File: config.mk
export PLATFORM = sky130hd
export DESIGN_NAME = button_debounce_activity_core_flat
export DESIGN_NICKNAME = d
export VERILOG_FILES = /design/src/rtl/bda_pkg.sv /design/src/rtl/bda_if.sv /design/src/rtl/button_debounce_activity_core.sv /design/src/rtl/bda_button_lane.sv /design/src/rtl/bda_activity.sv /design/src/flat_wrapper.sv
export SDC_FILE = /design/constraint.sdc
export NUM_CORES = 1
export LEC_CHECK = 0
export ABC_AREA = 1
export BUFFER_PORTS_ARGS = -buffer_cell sky130_fd_sc_hd__buf_2
export CAP_MARGIN = 0
export CORE_ASPECT_RATIO = 0.9
export CORE_UTILIZATION = 57
export DETAILED_ROUTE_END_ITERATION = 6
export PLACE_DENSITY = 0.74
export SYNTH_ARGS = -nofsm -noshare
export SYNTH_HDL_FRONTEND = slang
export SYNTH_SLANG_ARGS = --single-unit
File: constraint.sdc
create_clock -name clock -period 14.2 [get_ports clock]
set_clock_uncertainty 0.05 [all_clocks]
set_input_delay 2.84 -clock clock [delete_from_list [all_inputs] [get_ports clock]]
set_output_delay 2.84 -clock clock [all_outputs]
set_load 0.05 [all_outputs]
File: src/rtl/bda_pkg.sv
// ----------------------------------------------------------------------------
// bda_pkg: shared types and constants for the button debounce block
// Holds field widths, configuration register indexes and the lane control type.
// ----------------------------------------------------------------------------
package bda_pkg;

   localparam int TIME_W          = 32;
   localparam int THR_W           = 4;
   localparam int TIMEOUT_W       = 8;
   localparam int CSR_IDX_W       = 2;
   localparam int CSR_DATA_W      = 8;
   localparam int MS_PER_UNIT     = 5000;
   // 255 * 5000 = 1275000 fits in 21 bits.
   localparam int WINDOW_W        = 21;
   localparam logic [THR_W-1:0] RESET_THRESHOLD = THR_W'(4);

   typedef enum logic [CSR_IDX_W-1:0] {
      CSR_PRESS_THRESHOLD   = 2'd0,
      CSR_RELEASE_THRESHOLD = 2'd1,
      CSR_SLEEP_TIMEOUT     = 2'd2
   } csr_index_type;

   typedef struct packed {
      logic             step;
      logic             wake;
      logic [THR_W-1:0] press_threshold;
      logic [THR_W-1:0] release_threshold;
   } lane_ctrl_type;

endpackage

File: src/rtl/bda_if.sv
// ----------------------------------------------------------------------------
// bda_if: valid/ready channels of the button debounce block
// Request channel carries one sample or wake item, response channel one result.
// ----------------------------------------------------------------------------
interface bda_req_if #(parameter int NUM_BUTTONS = 3) ();
   logic                   valid;
   logic                   ready;
   logic                   kind;
   logic [NUM_BUTTONS-1:0] pin_levels;
   logic [31:0]            now_ms;

   modport source (output valid, kind, pin_levels, now_ms, input ready);
   modport sink   (input valid, kind, pin_levels, now_ms, output ready);
endinterface

interface bda_rsp_if #(parameter int NUM_BUTTONS = 3) ();
   logic                   valid;
   logic                   ready;
   logic [NUM_BUTTONS-1:0] press_events;
   logic [NUM_BUTTONS-1:0] held_flags;
   logic                   active;

   modport source (output valid, press_events, held_flags, active, input ready);
   modport sink   (input valid, press_events, held_flags, active, output ready);
endinterface

File: src/rtl/button_debounce_activity_core.sv
// Path: a request transfer passes the input register, then the result register,
// and waits while the response is stalled. Every lane updates in the same cycle.
// Throughput: one item per cycle unless the response is stalled.
// Reset: synchronous, active high; clears histories, flags, press times and
// the pipeline valids, and loads both thresholds with 4 and the timeout with 0.
// ----------------------------------------------------------------------------
// button_debounce_activity_core: debounced buttons with activity report
// Shift-register popcount debouncer with one-shot press events, a wake
// command and a sleep-timeout activity flag.
// ----------------------------------------------------------------------------
module button_debounce_activity_core #(
   parameter int NUM_BUTTONS  = 3,
   parameter int HISTORY_BITS = 8
) (
   input  logic                                clock,
   input  logic                                reset,
   bda_req_if.sink                             req_if,
   bda_rsp_if.source                           rsp_if,
   input  logic                                csr_we,
   input  logic [bda_pkg::CSR_IDX_W-1:0]       csr_index,
   input  logic [bda_pkg::CSR_DATA_W-1:0]      csr_wdata
);
   import bda_pkg::*;

   // Configuration registers. The user must make writes only while the block is idle;
   // the block itself does not enforce this. The datapath reads them without any hold-off.
   logic [THR_W-1:0]     press_thr_ff, press_thr_in;
   logic [THR_W-1:0]     release_thr_ff, release_thr_in;
   logic [TIMEOUT_W-1:0] timeout_ff, timeout_in;

   always_comb begin
      press_thr_in   = press_thr_ff;
      release_thr_in = release_thr_ff;
      timeout_in     = timeout_ff;
      if (csr_we) begin
         unique case (csr_index_type'(csr_index))
            CSR_PRESS_THRESHOLD:   press_thr_in   = csr_wdata[THR_W-1:0];
            CSR_RELEASE_THRESHOLD: release_thr_in = csr_wdata[THR_W-1:0];
            CSR_SLEEP_TIMEOUT:     timeout_in     = csr_wdata[TIMEOUT_W-1:0];
            default: begin
               // Unmapped index: the write is dropped.
            end
         endcase
      end
   end

   always_ff @(posedge clock) begin
      if (reset) begin
         press_thr_ff   <= RESET_THRESHOLD;
         release_thr_ff <= RESET_THRESHOLD;
         timeout_ff     <= '0;
      end else begin
         press_thr_ff   <= press_thr_in;
         release_thr_ff <= release_thr_in;
         timeout_ff     <= timeout_in;
      end
   end

   // Handshake. The result register frees up when it is empty or its
   // transfer completes this cycle; the input register then moves forward,
   // and the input register takes a new item whenever it is empty or moving.
   logic                   in_valid_ff, in_valid_in;
   logic                   in_kind_ff;
   logic [NUM_BUTTONS-1:0] in_pins_ff;
   logic [TIME_W-1:0]      in_now_ff;
   logic                   out_valid_ff, out_valid_in;
   logic [NUM_BUTTONS-1:0] out_events_ff;
   logic [NUM_BUTTONS-1:0] out_held_ff;
   logic                   out_active_ff;

   logic out_free;
   logic advance;
   logic req_take;

   assign out_free  = !out_valid_ff || rsp_if.ready;
   assign advance   = in_valid_ff && out_free;
   assign req_if.ready = !in_valid_ff || out_free;
   assign req_take  = req_if.valid && req_if.ready;

   always_comb begin
      in_valid_in = in_valid_ff;
      if (req_take) begin
         in_valid_in = 1'b1;
      end else if (advance) begin
         in_valid_in = 1'b0;
      end
      out_valid_in = out_valid_ff;
      if (advance) begin
         out_valid_in = 1'b1;
      end else if (rsp_if.ready) begin
         out_valid_in = 1'b0;
      end
   end

   always_ff @(posedge clock) begin
      if (reset) begin
         in_valid_ff  <= 1'b0;
         out_valid_ff <= 1'b0;
      end else begin
         in_valid_ff  <= in_valid_in;
         out_valid_ff <= out_valid_in;
      end
   end

   always_ff @(posedge clock) begin
      if (req_take) begin
         in_kind_ff <= req_if.kind;
         in_pins_ff <= req_if.pin_levels;
         in_now_ff  <= req_if.now_ms;
      end
   end

   // One lane per button. Each lane updates its state on the cycle the item
   // moves into the result register, so a following item sees it at once.
   lane_ctrl_type                          lane_ctrl;
   logic [NUM_BUTTONS-1:0]                 events_c;
   logic [NUM_BUTTONS-1:0]                 held_c;
   logic [NUM_BUTTONS-1:0][TIME_W-1:0]     press_times_c;
   logic                                   active_c;

   always_comb begin
      lane_ctrl.step              = advance;
      lane_ctrl.wake              = in_kind_ff;
      lane_ctrl.press_threshold   = press_thr_ff;
      lane_ctrl.release_threshold = release_thr_ff;
   end

   for (genvar g = 0; g < NUM_BUTTONS; g++) begin : g_lane
      bda_button_lane #(
         .HISTORY_BITS (HISTORY_BITS)
      ) u_lane (
         .clock           (clock),
         .reset           (reset),
         .ctrl            (lane_ctrl),
         .pin_level       (in_pins_ff[g]),
         .now_ms          (in_now_ff),
         .press_event     (events_c[g]),
         .held            (held_c[g]),
         .press_time_next (press_times_c[g])
      );
   end

   // Activity uses the press times as they stand after this item. The window
   // register follows the timeout's next value so it changes with the timeout.
   bda_activity #(
      .NUM_BUTTONS (NUM_BUTTONS)
   ) u_activity (
      .clock         (clock),
      .reset         (reset),
      .sleep_timeout (timeout_in),
      .now_ms        (in_now_ff),
      .press_times   (press_times_c),
      .active        (active_c)
   );

   always_ff @(posedge clock) begin
      if (advance) begin
         out_events_ff <= events_c;
         out_held_ff   <= held_c;
         out_active_ff <= active_c;
      end
   end

   assign rsp_if.valid        = out_valid_ff;
   assign rsp_if.press_events = out_events_ff;
   assign rsp_if.held_flags   = out_held_ff;
   assign rsp_if.active       = out_active_ff;

endmodule

File: src/rtl/bda_button_lane.sv
// ----------------------------------------------------------------------------
// bda_button_lane: debounce state of one button
// Shift history, count set bits, fire the one-shot press and re-arm on release.
// ----------------------------------------------------------------------------
module bda_button_lane #(
   parameter int HISTORY_BITS = 8
) (
   input  logic                          clock,
   input  logic                          reset,
   input  bda_pkg::lane_ctrl_type        ctrl,
   input  logic                          pin_level,
   input  logic [bda_pkg::TIME_W-1:0]    now_ms,
   output logic                          press_event,
   output logic                          held,
   output logic [bda_pkg::TIME_W-1:0]    press_time_next
);
   import bda_pkg::*;

   localparam int CNT_W = $clog2(HISTORY_BITS + 1);
   localparam int CMP_W = (CNT_W > THR_W) ? CNT_W : THR_W;

   logic [HISTORY_BITS-1:0] history_ff, history_in;
   logic                    processed_ff, processed_in;
   logic                    fired_ff, fired_in;
   logic [TIME_W-1:0]       press_time_ff, press_time_in;

   logic [HISTORY_BITS-1:0]       shifted;
   logic [CNT_W-1:0]              ones;
   logic [CMP_W-1:0]              ones_ext;
   logic [HISTORY_BITS+THR_W-1:0] thr_ext;
   logic                          pressed;
   logic                          event_c;

   assign pressed = ~pin_level;
   assign shifted = {history_ff[HISTORY_BITS-2:0], pressed};
   assign thr_ext = {{HISTORY_BITS{1'b0}}, ctrl.press_threshold};

   always_comb begin
      ones = '0;
      for (int b = 0; b < HISTORY_BITS; b++) begin
         ones = ones + CNT_W'(shifted[b]);
      end
   end

   assign ones_ext = CMP_W'(ones);

   always_comb begin
      history_in    = history_ff;
      processed_in  = processed_ff;
      fired_in      = fired_ff;
      press_time_in = press_time_ff;
      event_c       = 1'b0;
      if (ctrl.step) begin
         if (ctrl.wake) begin
            history_in    = thr_ext[HISTORY_BITS-1:0];
            processed_in  = 1'b1;
            fired_in      = 1'b1;
            press_time_in = now_ms;
         end else begin
            history_in = shifted;
            if (pressed) begin
               if (ones_ext >= CMP_W'(ctrl.press_threshold)) begin
                  if (!processed_ff) begin
                     press_time_in = now_ms;
                     processed_in  = 1'b1;
                  end
                  if (!fired_ff) begin
                     fired_in = 1'b1;
                     event_c  = 1'b1;
                  end
               end
            end else if (ones_ext <= CMP_W'(ctrl.release_threshold)) begin
               processed_in = 1'b0;
               fired_in     = 1'b0;
            end
         end
      end
   end

   always_ff @(posedge clock) begin
      if (reset) begin
         history_ff    <= '0;
         processed_ff  <= 1'b0;
         fired_ff      <= 1'b0;
         press_time_ff <= '0;
      end else begin
         history_ff    <= history_in;
         processed_ff  <= processed_in;
         fired_ff      <= fired_in;
         press_time_ff <= press_time_in;
      end
   end

   assign press_event     = event_c;
   assign held            = fired_in;
   assign press_time_next = press_time_in;

endmodule

File: src/rtl/bda_activity.sv
// ----------------------------------------------------------------------------
// bda_activity: activity window check
// Holds the window in milliseconds and compares elapsed time per button.
// ----------------------------------------------------------------------------
module bda_activity #(
   parameter int NUM_BUTTONS = 3
) (
   input  logic                                          clock,
   input  logic                                          reset,
   input  logic [bda_pkg::TIMEOUT_W-1:0]                 sleep_timeout,
   input  logic [bda_pkg::TIME_W-1:0]                    now_ms,
   input  logic [NUM_BUTTONS-1:0][bda_pkg::TIME_W-1:0]   press_times,
   output logic                                          active
);
   import bda_pkg::*;

   logic [WINDOW_W-1:0] window_ff, window_in;
   logic [NUM_BUTTONS-1:0] recent;

   // Window is a constant multiple of the timeout. It is loaded from the
   // timeout register's next value, so both change at the same edge.
   assign window_in = WINDOW_W'(sleep_timeout) * WINDOW_W'(MS_PER_UNIT);

   always_ff @(posedge clock) begin
      if (reset) begin
         window_ff <= '0;
      end else begin
         window_ff <= window_in;
      end
   end

   always_comb begin
      for (int i = 0; i < NUM_BUTTONS; i++) begin
         recent[i] = (now_ms - press_times[i]) < TIME_W'(window_ff);
      end
   end

   // A zero window only comes from a zero timeout, which means always active.
   assign active = (window_ff == '0) || (|recent);

endmodule

File: src/flat_wrapper.sv
// flat-port wrapper written by rule: the top's interface ports become plain ports
module button_debounce_activity_core_flat import bda_pkg::*;
#(
   parameter int NUM_BUTTONS  = 3,
   parameter int HISTORY_BITS = 8
)
  (clock, reset, csr_we, csr_index, csr_wdata, req_if_valid, req_if_kind, req_if_pin_levels, req_if_now_ms, req_if_ready, rsp_if_valid, rsp_if_press_events, rsp_if_held_flags, rsp_if_active, rsp_if_ready);
  bda_req_if #(.NUM_BUTTONS(NUM_BUTTONS)) req_if_i ();
  bda_rsp_if #(.NUM_BUTTONS(NUM_BUTTONS)) rsp_if_i ();
  input  logic clock;
  input  logic reset;
  input  logic csr_we;
  input  logic [bda_pkg::CSR_IDX_W-1:0] csr_index;
  input  logic [bda_pkg::CSR_DATA_W-1:0] csr_wdata;
  input wire logic [$bits(req_if_i.valid)-1:0] req_if_valid;
  input wire logic [$bits(req_if_i.kind)-1:0] req_if_kind;
  input wire logic [$bits(req_if_i.pin_levels)-1:0] req_if_pin_levels;
  input wire logic [$bits(req_if_i.now_ms)-1:0] req_if_now_ms;
  output wire logic [$bits(req_if_i.ready)-1:0] req_if_ready;
  output wire logic [$bits(rsp_if_i.valid)-1:0] rsp_if_valid;
  output wire logic [$bits(rsp_if_i.press_events)-1:0] rsp_if_press_events;
  output wire logic [$bits(rsp_if_i.held_flags)-1:0] rsp_if_held_flags;
  output wire logic [$bits(rsp_if_i.active)-1:0] rsp_if_active;
  input wire logic [$bits(rsp_if_i.ready)-1:0] rsp_if_ready;
  assign req_if_i.valid = req_if_valid;
  assign req_if_i.kind = req_if_kind;
  assign req_if_i.pin_levels = req_if_pin_levels;
  assign req_if_i.now_ms = req_if_now_ms;
  assign req_if_ready = req_if_i.ready;
  assign rsp_if_valid = rsp_if_i.valid;
  assign rsp_if_press_events = rsp_if_i.press_events;
  assign rsp_if_held_flags = rsp_if_i.held_flags;
  assign rsp_if_active = rsp_if_i.active;
  assign rsp_if_i.ready = rsp_if_ready;
  button_debounce_activity_core #(.NUM_BUTTONS(NUM_BUTTONS), .HISTORY_BITS(HISTORY_BITS)) u_core (.clock(clock), .reset(reset), .req_if(req_if_i), .rsp_if(rsp_if_i), .csr_we(csr_we), .csr_index(csr_index), .csr_wdata(csr_wdata));
endmodule
* Yosys cells after proc, flatten, opt, wreduce, memory -nomap -nowiden *
Cells that the tools add are included.

word-level totals
  register bits after elaboration = 205
  bits in latches = 0
  memory bits (writable) = 0
  ROM bits = 0
  input bits = 51
  output and inout port bits = 9
  logic and storage cells = 149
  memories = 0

operators by class
  $add $sub $neg = 24
  multipliers = 1
  divide/modulo/power cells = 0
  $lt $le $gt $ge = 9
  eq/ne operators = 5
  shift operators = 0
  muxes and demuxes = 54
  bitwise operators = 6
  reduce and logical (&&, ||, !) cells = 23

operators with widths
  cell                                                 number
  two-way mux 32 bit                                   15
  less-than comparator 32 x 21 -> 1 bit                3
  subtractor 32 bit                                    3
  adder 4 x 1 -> 4 bit                                 12
  two-way mux 1 bit                                    34
  logical NOT 21 bit                                   1
  two-way mux 7 bit                                    3
  multiplier 8 x 10 -> 18 bit (second input constant)  1
  two-way mux 8 bit                                    2
  adder 3 x 1 -> 4 bit                                 3
  >= comparator 4 bit                                  3
  less-or-equal comparator 4 bit                       3
  OR reduction 3 bit                                   4
  adder 2 x 1 -> 3 bit                                 3
  != test 3 x 2 -> 1 bit (second input constant)       3
  AND reduction 3 bit                                  3
  nonzero test 3 bit                                   3
  adder 1 x 1 -> 2 bit                                 3
  inverter 1 bit                                       6
  AND reduction 2 bit                                  2
  nonzero test 2 bit                                   2
  logical OR 1 bit                                     3
  == test 2 x 1 -> 1 bit (second input constant)       1
  == test 2 bit (second input constant)                1
  3 further kinds                                      5

* Longest topological paths before layout *
Gate-level depths: netlist (run 1).

  word-level depth = 17
  mapped depth = 40
  mapped depth without buffers = 39

* Hierarchy *
A second synthesis (run 1) with hierarchy kept.

unflattened totals
  cell total of the unflattened synthesis = 3192
  area, all modules = 19497.4 sq um

modules (own cells, without submodules)
  module                                          times used  cells an instance  area an instance (sq um)  seq. area each (sq um)
  bda_activity                                    1           1888               10029.6                   360.3
  bda_button_lane at u_core.g_lane[1].u_lane ...  2           377                2434.8                    820.8
  bda_button_lane at u_core.g_lane[0].u_lane      1           379                2442.3                    820.8
  button_debounce_activity_core                   1           171                2155.8                    1651.6

* Least setup slack after synthesis (run 1) *
OpenSTA, ideal clock, no wires.

  path type = input port to flip-flop
  from = input csr_index[0] (netlist bit)
  to = register u_core.u_activity.window_ff[20]
  library setup time = 0.058 ns
  arrival time = 6.977 ns
  required time = 14.092 ns
  setup slack = 7.115 ns
  stages on the path = 28
  path buffers = 1
  cell sequence = inv_1 > nand3_1 > clkbuf_1 > o21ai_0 > inv_1 > ha_1 > ha_1 > inv_1 > fa_1 > fa_1 > inv_1 > ha_1 > a21oi_1 > nor2_1 > nor2_1 > nor2_1 > nor2_1 > o21bai_1 > nand2_1 > inv_1 > nor2_1 > o21bai_1 > a21oi_1 > o21bai_1 > nand2_1 > a21boi_0 > o21ai_0 > inv_1

between the ends
  word-level cells in the longest chain between the ends = 4

RTL lines
  what                         line                                 RTL
  start: declaration           flat_wrapper.sv:13                   input logic [bda_pkg::CSR_IDX_W-1:0] csr_index;
  == test 2 bit                button_debounce_activity_core.sv:36  unique case (csr_index_type'(csr_index))
  two-way mux 8 bit            button_debounce_activity_core.sv:36
  two-way mux 8 bit            button_debounce_activity_core.sv:35  if (csr_we) begin
  net u_core.timeout_in[3]     button_debounce_activity_core.sv:29  logic [TIMEOUT_W-1:0] timeout_ff, timeout_in;
  multiplier 8 x 10 -> 18 bit  bda_activity.sv:22                   assign window_in = WINDOW_W'(sleep_timeout) * WINDOW_W'(MS_PER_UNIT);
  end signal: assignment       bda_activity.sv:28                   window_ff <= window_in;
  end: declaration             bda_activity.sv:17                   logic [WINDOW_W-1:0] window_ff, window_in;

The timed path passes the listed nets, and every way through them passes these cells.
A chain may end at the register's enable or synchronous reset.

* Worst setup path after layout (run 1) *
  from = register u_core.g_lane[1].u_lane.history_ff[0]
  to = register u_core.out_active_ff, in the netlist u_core.rsp_if.active (data pin)

between the ends
  word-level cells in the longest chain between the ends = 16

RTL lines
  what                                   line                                  RTL
  start: declaration                     bda_button_lane.sv:22                 logic [HISTORY_BITS-1:0] history_ff, history_in;
  start signal: assignment               bda_button_lane.sv:87                 history_ff <= history_in;
  adder 1 x 1 -> 2 bit                   bda_button_lane.sv:41                 ones = ones + CNT_W'(shifted[b]);
  adder 2 x 1 -> 3 bit                   bda_button_lane.sv:41
  adder 3 x 1 -> 4 bit                   bda_button_lane.sv:41
  adder 4 x 1 -> 4 bit (4 in a row)      bda_button_lane.sv:41
  >= comparator 4 bit                    bda_button_lane.sv:62                 if (ones_ext >= CMP_W'(ctrl.press_threshold)) begin
  two-way mux 32 bit                     bda_button_lane.sv:62
  two-way mux 32 bit                     bda_button_lane.sv:61                 if (pressed) begin
  two-way mux 32 bit                     bda_button_lane.sv:54                 if (ctrl.wake) begin
  two-way mux 32 bit                     bda_button_lane.sv:53                 if (ctrl.step) begin
  subtractor 32 bit                      bda_activity.sv:34                    recent[i] = (now_ms - press_times[i]) < TIME_W'(window_ff);
  less-than comparator 32 x 21 -> 1 bit  bda_activity.sv:34
  OR reduction 3 bit                     bda_activity.sv:39                    assign active = (window_ff == '0) || (|recent);
  logical OR 1 bit                       bda_activity.sv:39
  net u_core.active_c                    button_debounce_activity_core.sv:119  logic active_c;
  end signal: assignment                 button_debounce_activity_core.sv:160  out_active_ff <= active_c;
  end: declaration                       button_debounce_activity_core.sv:69   logic out_active_ff;

The timed path passes the listed nets, and every way through them passes these cells.

==> impl_metrics.py, run 1 <==
metrics = {
    "pwr": {
        "p_leak_nw": 8.47,
        "powerDensity_mw_per_mm2": 106,
        "ir_drop_v": 0.0000953,
    },
    "critical_path": {
        "cpMostUsedCell": "nand2_1",
        "critical_path_class": "register to register",
        "crit_path_max_incr_delay_ns": 0.73,
        "worstPathMaxFanout": 32,
        "r2r_start": "u_core.g_lane[1].u_lane.history_ff[0]",
        "required_ns": 14.44,
        "start_kind": "register",
        "critPathLaunch": "u_core.g_lane[1].u_lane.history_ff[0]",
        "endpoint_kind": "register",
        "cp.arrival_ns": 8.18,
        "cp_slowest_cell": "nand2_2",
    },
    "clock_tree": {
        "cts_buffers": 17,
        "root_buffer": "clkbuf_16",
        "post_cts_resized": 0,
        "cts_sinks": 198,
        "cts_tree": "yes",
        "cts_buffer_depth": 2,
        "postCtsSetupRepairBufs": 0,
        "clk_pin_slew_worst_paths_ns": 0.09,
        "cts_max_level": 4,
        "cts_hold_buf": 0,
        "clk_latency_ns": 0.45,
    },
    "route": {
        "dr.pass1.iters": 6,
        "via_count": 14700,
        "ant_nets": 0,
        "route.detailed.drc": 0,
        "wl_um": 44100,
        "first_iter_violations": 1312,
        "via_per_inst": 5.76,
        "wl_per_cell_um": 17.3,
    },
    "logic_synthesis": {
        "synth_area_per_cell_sq_um": 7.48,
        "synth-edff-count": 43,
        "postSynthCellCount": 2135,
        "ys_seq_elements": 198,
        "synth_cell_types": 49,
        "syn_nets": 2425,
        "syn-cell-area_sq_mm": 0.0160,
        "synth_ff_type": "dfxtp_1",
        "ys.warnings.count": 0,
        "synth.yosys.seq_area_share": 0.275,
        "async_flop_share": 0,
    },
    "sta": {
        "fin_hold_ws_ns": 0.427,
        "relSlewSlack": 0.257,
        "setup_viol": 0,
        "slew_violations": 0,
        "finalHoldViolCount": 0,
        "fmax_ghz": 0.126,
        "rsz0062_at_grt": "false",
        "timing.final.crit_share": 0.559,
        "max_slew.worst_pin.slew_ns": 1.11,
        "setup_tns_ns": 0,
        "finalCriticalPeriod_ns": 7.93,
    },
    "die": {
        "ioPinCount": 60,
        "die-area_sq_mm": 0.0287,
        "die_h_um": 161,
        "start_util": 0.586,
        "die_w_um": 178,
        "core_sq_mm": 0.0272,
        "fp-row-count": 57,
    },
    "place": {
        "hpwl_um": 35400,
        "place.gp.congestion": 0.974,
        "io_buffers": 59,
        "place_inst": 2516,
    },
    "finish": {
        "nFillCells": 2511,
        "drive_above_1_share": 0.0597,
        "final_cells": 2548,
        "antenna_cells": 0,
        "final_nets": 2471,
        "syn_to_final_growth_pct": 7.55,
    },
    "worst_hold_path": {
        "hp-start": "u_core.g_lane[0].u_lane.history_ff[6]",
        "hold_class": "register to register",
    },
    "grt": {
        "grt_max_degree": 101,
        "antenna_found_initial": 0,
        "grt_pass1_vias": 13900,
        "globalRoute.totalOverflow": 0,
        "grt_pass1_wl_um": 70700,
        "grt_util_all_layers": 0.316,
    },
    "outcome": {
        "status": "finished clean",
    },
    "job": {
        "drv_cap": 0,
    },
}
==> cell usage in the layout, fill, tap and decap left out, types with 58 or more instances in the layout <==
cell | netlist | routed
buf_2 | 9 | 58
dfxtp_1 | 155 | 155
mux2i_1 | 93 | 93
o21ai_0 | 92 | 92
a21oi_1 | 181 | 181
nand2_1 | 381 | 379
ha_1 | 215 | 215
nor2_1 | 271 | 271
nand3_1 | 79 | 79
inv_1 | 277 | 276
==> kinds of logic (layout without fill, tap and decap cells) <==
group / after synthesis / in the layout / share of synthesized area
AOI/OAI and AO/OA: 386 / 386 / 0.137
xor gates and xnor gates: 62 / 62 / 0.0340
adders and majority gates: 239 / 239 / 0.199
buffers and inverters: 314 / 373 / 0.0748
DFF: 198 / 198 / 0.275
muxes: 93 / 93 / 0.0583
and+or+nand+nor: 843 / 843 / 0.222
==> where the power goes <==
group	total, mW	switching, mW	leakage (nW)	internal (mW)
Clock	0.492	0.255	0.286	0.236
Sequential	0.640	0.0314	1.68	0.608
Combinational	0.681	0.430	6.50	0.250
==> metal layers <==
layer / GRT usage / vias up / share of wire
met5: 0 / - / 0
met4: 0.0670 / 0 / 0.016
met3: 0.0440 / 52 / 0.067
met2: 0.492 / 442 / 0.44
met1: 0.461 / 6908 / 0.48
li1: - / 7274 / -
==> worst max-delay path, delay by kind of cell (launching register included) <==
kind / cells / cell delay, ns
AND/OR/NAND/NOR: 17 / 2.59
XOR/XNOR: 2 / 0.53
adder cells (fa/ha/maj): 8 / 3.16
AO/OA/AOI/OAI: 3 / 0.58
buffers and inverters: 4 / 0.27
multiplexers: 1 / 0.24
flip-flops: 1 / 0.33
==> flip-flops by register name, summed over array words and instances (netlist names) <==
| signal | flops |
|---|---|
| u_core.u_activity.window_ff | 18 |
| u_core.press_thr_ff | 4 |
| u_core.rsp_if.active | 1 |
| u_core.in_kind_ff | 1 |
| u_core.rsp_if.valid | 1 |
| u_core.g_lane.u_lane.fired_ff | 3 |
| u_core.rsp_if.press_events | 3 |
| u_core.release_thr_ff | 4 |
| u_core.rsp_if.held_flags | 3 |
| u_core.timeout_ff | 4 |
| u_core.g_lane.u_lane.history_ff | 21 |
| u_core.in_valid_ff | 1 |
| u_core.in_now_ff | 32 |
| u_core.g_lane.u_lane.press_time_ff | 96 |
| u_core.g_lane.u_lane.processed_ff | 3 |
| u_core.in_pins_ff | 3 |
==> stage by stage <==
step	utilization	area, sq um	power (mW)	setup WS [ns]
finish	0.630	17200	1.81	6.27
floorplan	-	16000	1.14	7.12
detailed placement	0.609	16600	1.32	6.08
global route	0.630	17200	1.94	5.70
global placement	0.609	16600	1.30	6.21
CTS	0.630	17200	1.81	6.34
==> cell usage after synthesis, drive strengths merged, types with 12 or more instances <==
library cell    n  area share
clkbuf         23      0.0054
a21oi         182       0.057
o21ai          93       0.029
nand2         401       0.098
nand4          16      0.0063
edfxtp         43       0.081
xnor2          12      0.0066
ha            215        0.17
inv           279       0.066
fa             24       0.030
buf            12      0.0038
nand3          87       0.030
xor2           50       0.027
a31oi          40       0.016
dfxtp         155        0.19
nor3           39       0.012
nor2          271       0.064
mux2i          93       0.058
==> layout make-up <==
| type | count | area (sq um) | area share |
|---|---|---|---|
| clock buffers | 17 | 425 | 0.0248 |
| clock inverters | 15 | 159 | 0.00925 |
| inverters | 279 | 1050 | 0.0610 |
| multi-input cells | 1623 | 10400 | 0.605 |
| flip-flops and latches | 198 | 4390 | 0.256 |
| well taps | 354 | 443 | 0.0258 |
| repair buffers | 62 | 320 | 0.0187 |
==> worst paths after layout <==
kind / depth (start not counted) / slack [ns] / to
worst max register to register: 35 / 6.27 / u_core.rsp_if.active
worst min-delay path: 2 / 0.43 / u_core.g_lane[0].u_lane.history_ff[6]
worst min register to register: 2 / 0.43 / u_core.g_lane[0].u_lane.history_ff[6]
worst max-delay path: 35 / 6.27 / u_core.rsp_if.active
Power figures use the tool's default switching activity.
==> inputs of run 2 (changes only) <==
- clock period: 14.2 -> 8.3 ns (I/O delays scaled with it)
==> impl_metrics.py, run 2 (synthesis gave the netlist of run 1 again) <==
metrics = {
    "grt": {
        "grt_util_all_layers": 0.322,
        "grt_pass1_wl_um": 72300,
        "antenna_found_initial": 0,
        "grt_max_degree": 70,
        "globalRoute.totalOverflow": 0,
        "grt_pass1_vias": 14300,
    },
    "outcome": {
        "status": "finished with violations",
        "violations": "design-rule violations",
    },
    "critical_path": {
        "crit_path_max_incr_delay_ns": 0.55,
        "worstPathMaxFanout": 33,
        "endpoint_kind": "register",
        "critical_path_class": "register to register",
        "cp_slowest_cell": "fa_1",
        "crit_cells": 36,
        "required_ns": 8.57,
        "cp.arrival_ns": 7.88,
        "cpMostUsedCell": "nand2_1",
        "start_kind": "register",
        "cp.buffers_inverters": 4,
        "crit_family": "adder cells",
        "reg2reg_depth": 36,
    },
    "finish": {
        "finalInstanceArea_sq_mm": 0.0172,
        "multi_input_area_sq_mm": 0.0104,
        "ff_latch_area_sq_mm": 0.00439,
        "final_cells": 2551,
        "nFillCells": 2523,
        "final_common_cell": "nand2_1",
        "reg.largest.list": "u_core.g_lane.u_lane.press_time_ff x96, u_core.in_now_ff x32, u_core.g_lane.u_lane.history_ff x21",
        "final_nets": 2474,
        "largest_register_ffs": 96,
        "largest-register": "u_core.g_lane.u_lane.press_time_ff",
        "syn_to_final_growth_pct": 7.59,
        "drive_above_1_share": 0.0601,
        "fin_util": 0.631,
        "antenna_cells": 0,
        "final_cell_mix": "nand2_1 (379), inv_1 (276), nor2_1 (271)",
    },
    "route": {
        "dr.pass1.iters": 7,
        "via_count": 14700,
        "wl_um": 44900,
        "wl_per_cell_um": 17.6,
        "via_per_inst": 5.76,
        "route.detailed.drc": 1,
        "first_iter_violations": 1214,
        "ant_nets": 0,
    },
    "clock_tree": {
        "clk_pin_slew_worst_paths_ns": 0.08,
        "cts_tree": "yes",
        "cts_hold_buf": 0,
        "cts_buffers": 17,
        "postCtsSetupRepairBufs": 0,
        "cts_max_level": 4,
        "cts_buffer_depth": 2,
        "clk_latency_ns": 0.46,
        "cts_sinks": 198,
        "root_buffer": "clkbuf_16",
        "post_cts_resized": 0,
    },
    "sta": {
        "slew_violations": 0,
        "timing.final.crit_share": 0.917,
        "setup_viol": 0,
        "fmax_ghz": 0.131,
        "max_slew.worst_pin.slew_ns": 0.830,
        "finalCriticalPeriod_ns": 7.61,
        "setup_tns_ns": 0,
        "rsz0062_at_grt": "false",
        "relSlewSlack": 0.447,
        "finalHoldViolCount": 0,
    },
    "worst_hold_path": {
        "min_path_cells": 2,
        "hold_class": "register to register",
    },
    "die": {
        "start_util": 0.586,
        "ioPinCount": 60,
        "fp-row-count": 57,
        "die-area_sq_mm": 0.0287,
        "die_h_um": 161,
        "die_w_um": 178,
        "core_sq_mm": 0.0272,
    },
    "pwr": {
        "power.total_mw": 3.10,
        "powerDensity_mw_per_mm2": 180,
        "ir_drop_v": 0.000152,
        "p_leak_nw": 8.47,
    },
    "place": {
        "hpwl_um": 36200,
        "place_inst": 2519,
        "io_buffers": 59,
        "placed_cell_area_sq_mm": 0.0166,
        "place.gp.congestion": 0.963,
    },
    "job": {
        "drv_cap": 0,
    },
}
run 2: cell count changes in the layout (fill, tap and decap cells not counted):
| cell | change |
|---|---|
| buf_4 | +3 |
| inv_6 | -1 |
| clkinv_8 | -1 |
| clkinvlp_4 | -1 |
| clkbuf_1 | +1 |
| clkinv_4 | +1 |
| clkinv_1 | +1 |
run 2: area by class of cell:
class | count | area share
Tap cell | 354 | 0.0258
Multi-Input combinational cell | 1623 | 0.604
Timing Repair Buffer | 65 | 0.0200
Sequential cell | 198 | 0.256
Clock buffer | 18 | 0.0250
Inverter | 279 | 0.0610
Clock inverter | 14 | 0.00808
run 2: final timing paths:
check / start / endpoint / slack, ns
setup / recovery: u_core.g_lane[2].u_lane.history_ff[0] / u_core.rsp_if.active / 0.69
setup reg to reg: u_core.g_lane[2].u_lane.history_ff[0] / u_core.rsp_if.active / 0.69
hold / removal: u_core.g_lane[2].u_lane.processed_ff / u_core.g_lane[2].u_lane.processed_ff / 0.42
hold reg to reg: u_core.g_lane[2].u_lane.processed_ff / u_core.g_lane[2].u_lane.processed_ff / 0.42
run 2: metrics by stage:
step                      hold slack [ns]  setup WS, ns
final                               0.422         0.690
after global routing                0.451         0.227
after CTS                           0.421         0.799
after detailed placement            0.408         0.852
after global placement              0.401          1.02
after floorplan                     0.389          1.77
run 2: report_power, final:
group          switching [mW]  internal, mW  leakage, nW
clock                   0.436         0.400        0.282
sequential             0.0544          1.04         1.68
combinational           0.737         0.428         6.51
total                    1.23          1.87         8.47
run 2: layer usage:
metal,part of all wire,up-vias,GRT usage
met4,0.018,0,0.0809
li1,-,7295,-
met1,0.48,6912,0.465
met2,0.44,432,0.503
met5,0,-,0
met3,0.065,52,0.0445
run 2: worst min-delay path: cells and delay by family, from the launching register on:
family             cells  cell delay, ns
AOI/OAI and AO/OA      2            0.11
DFF                    1            0.32
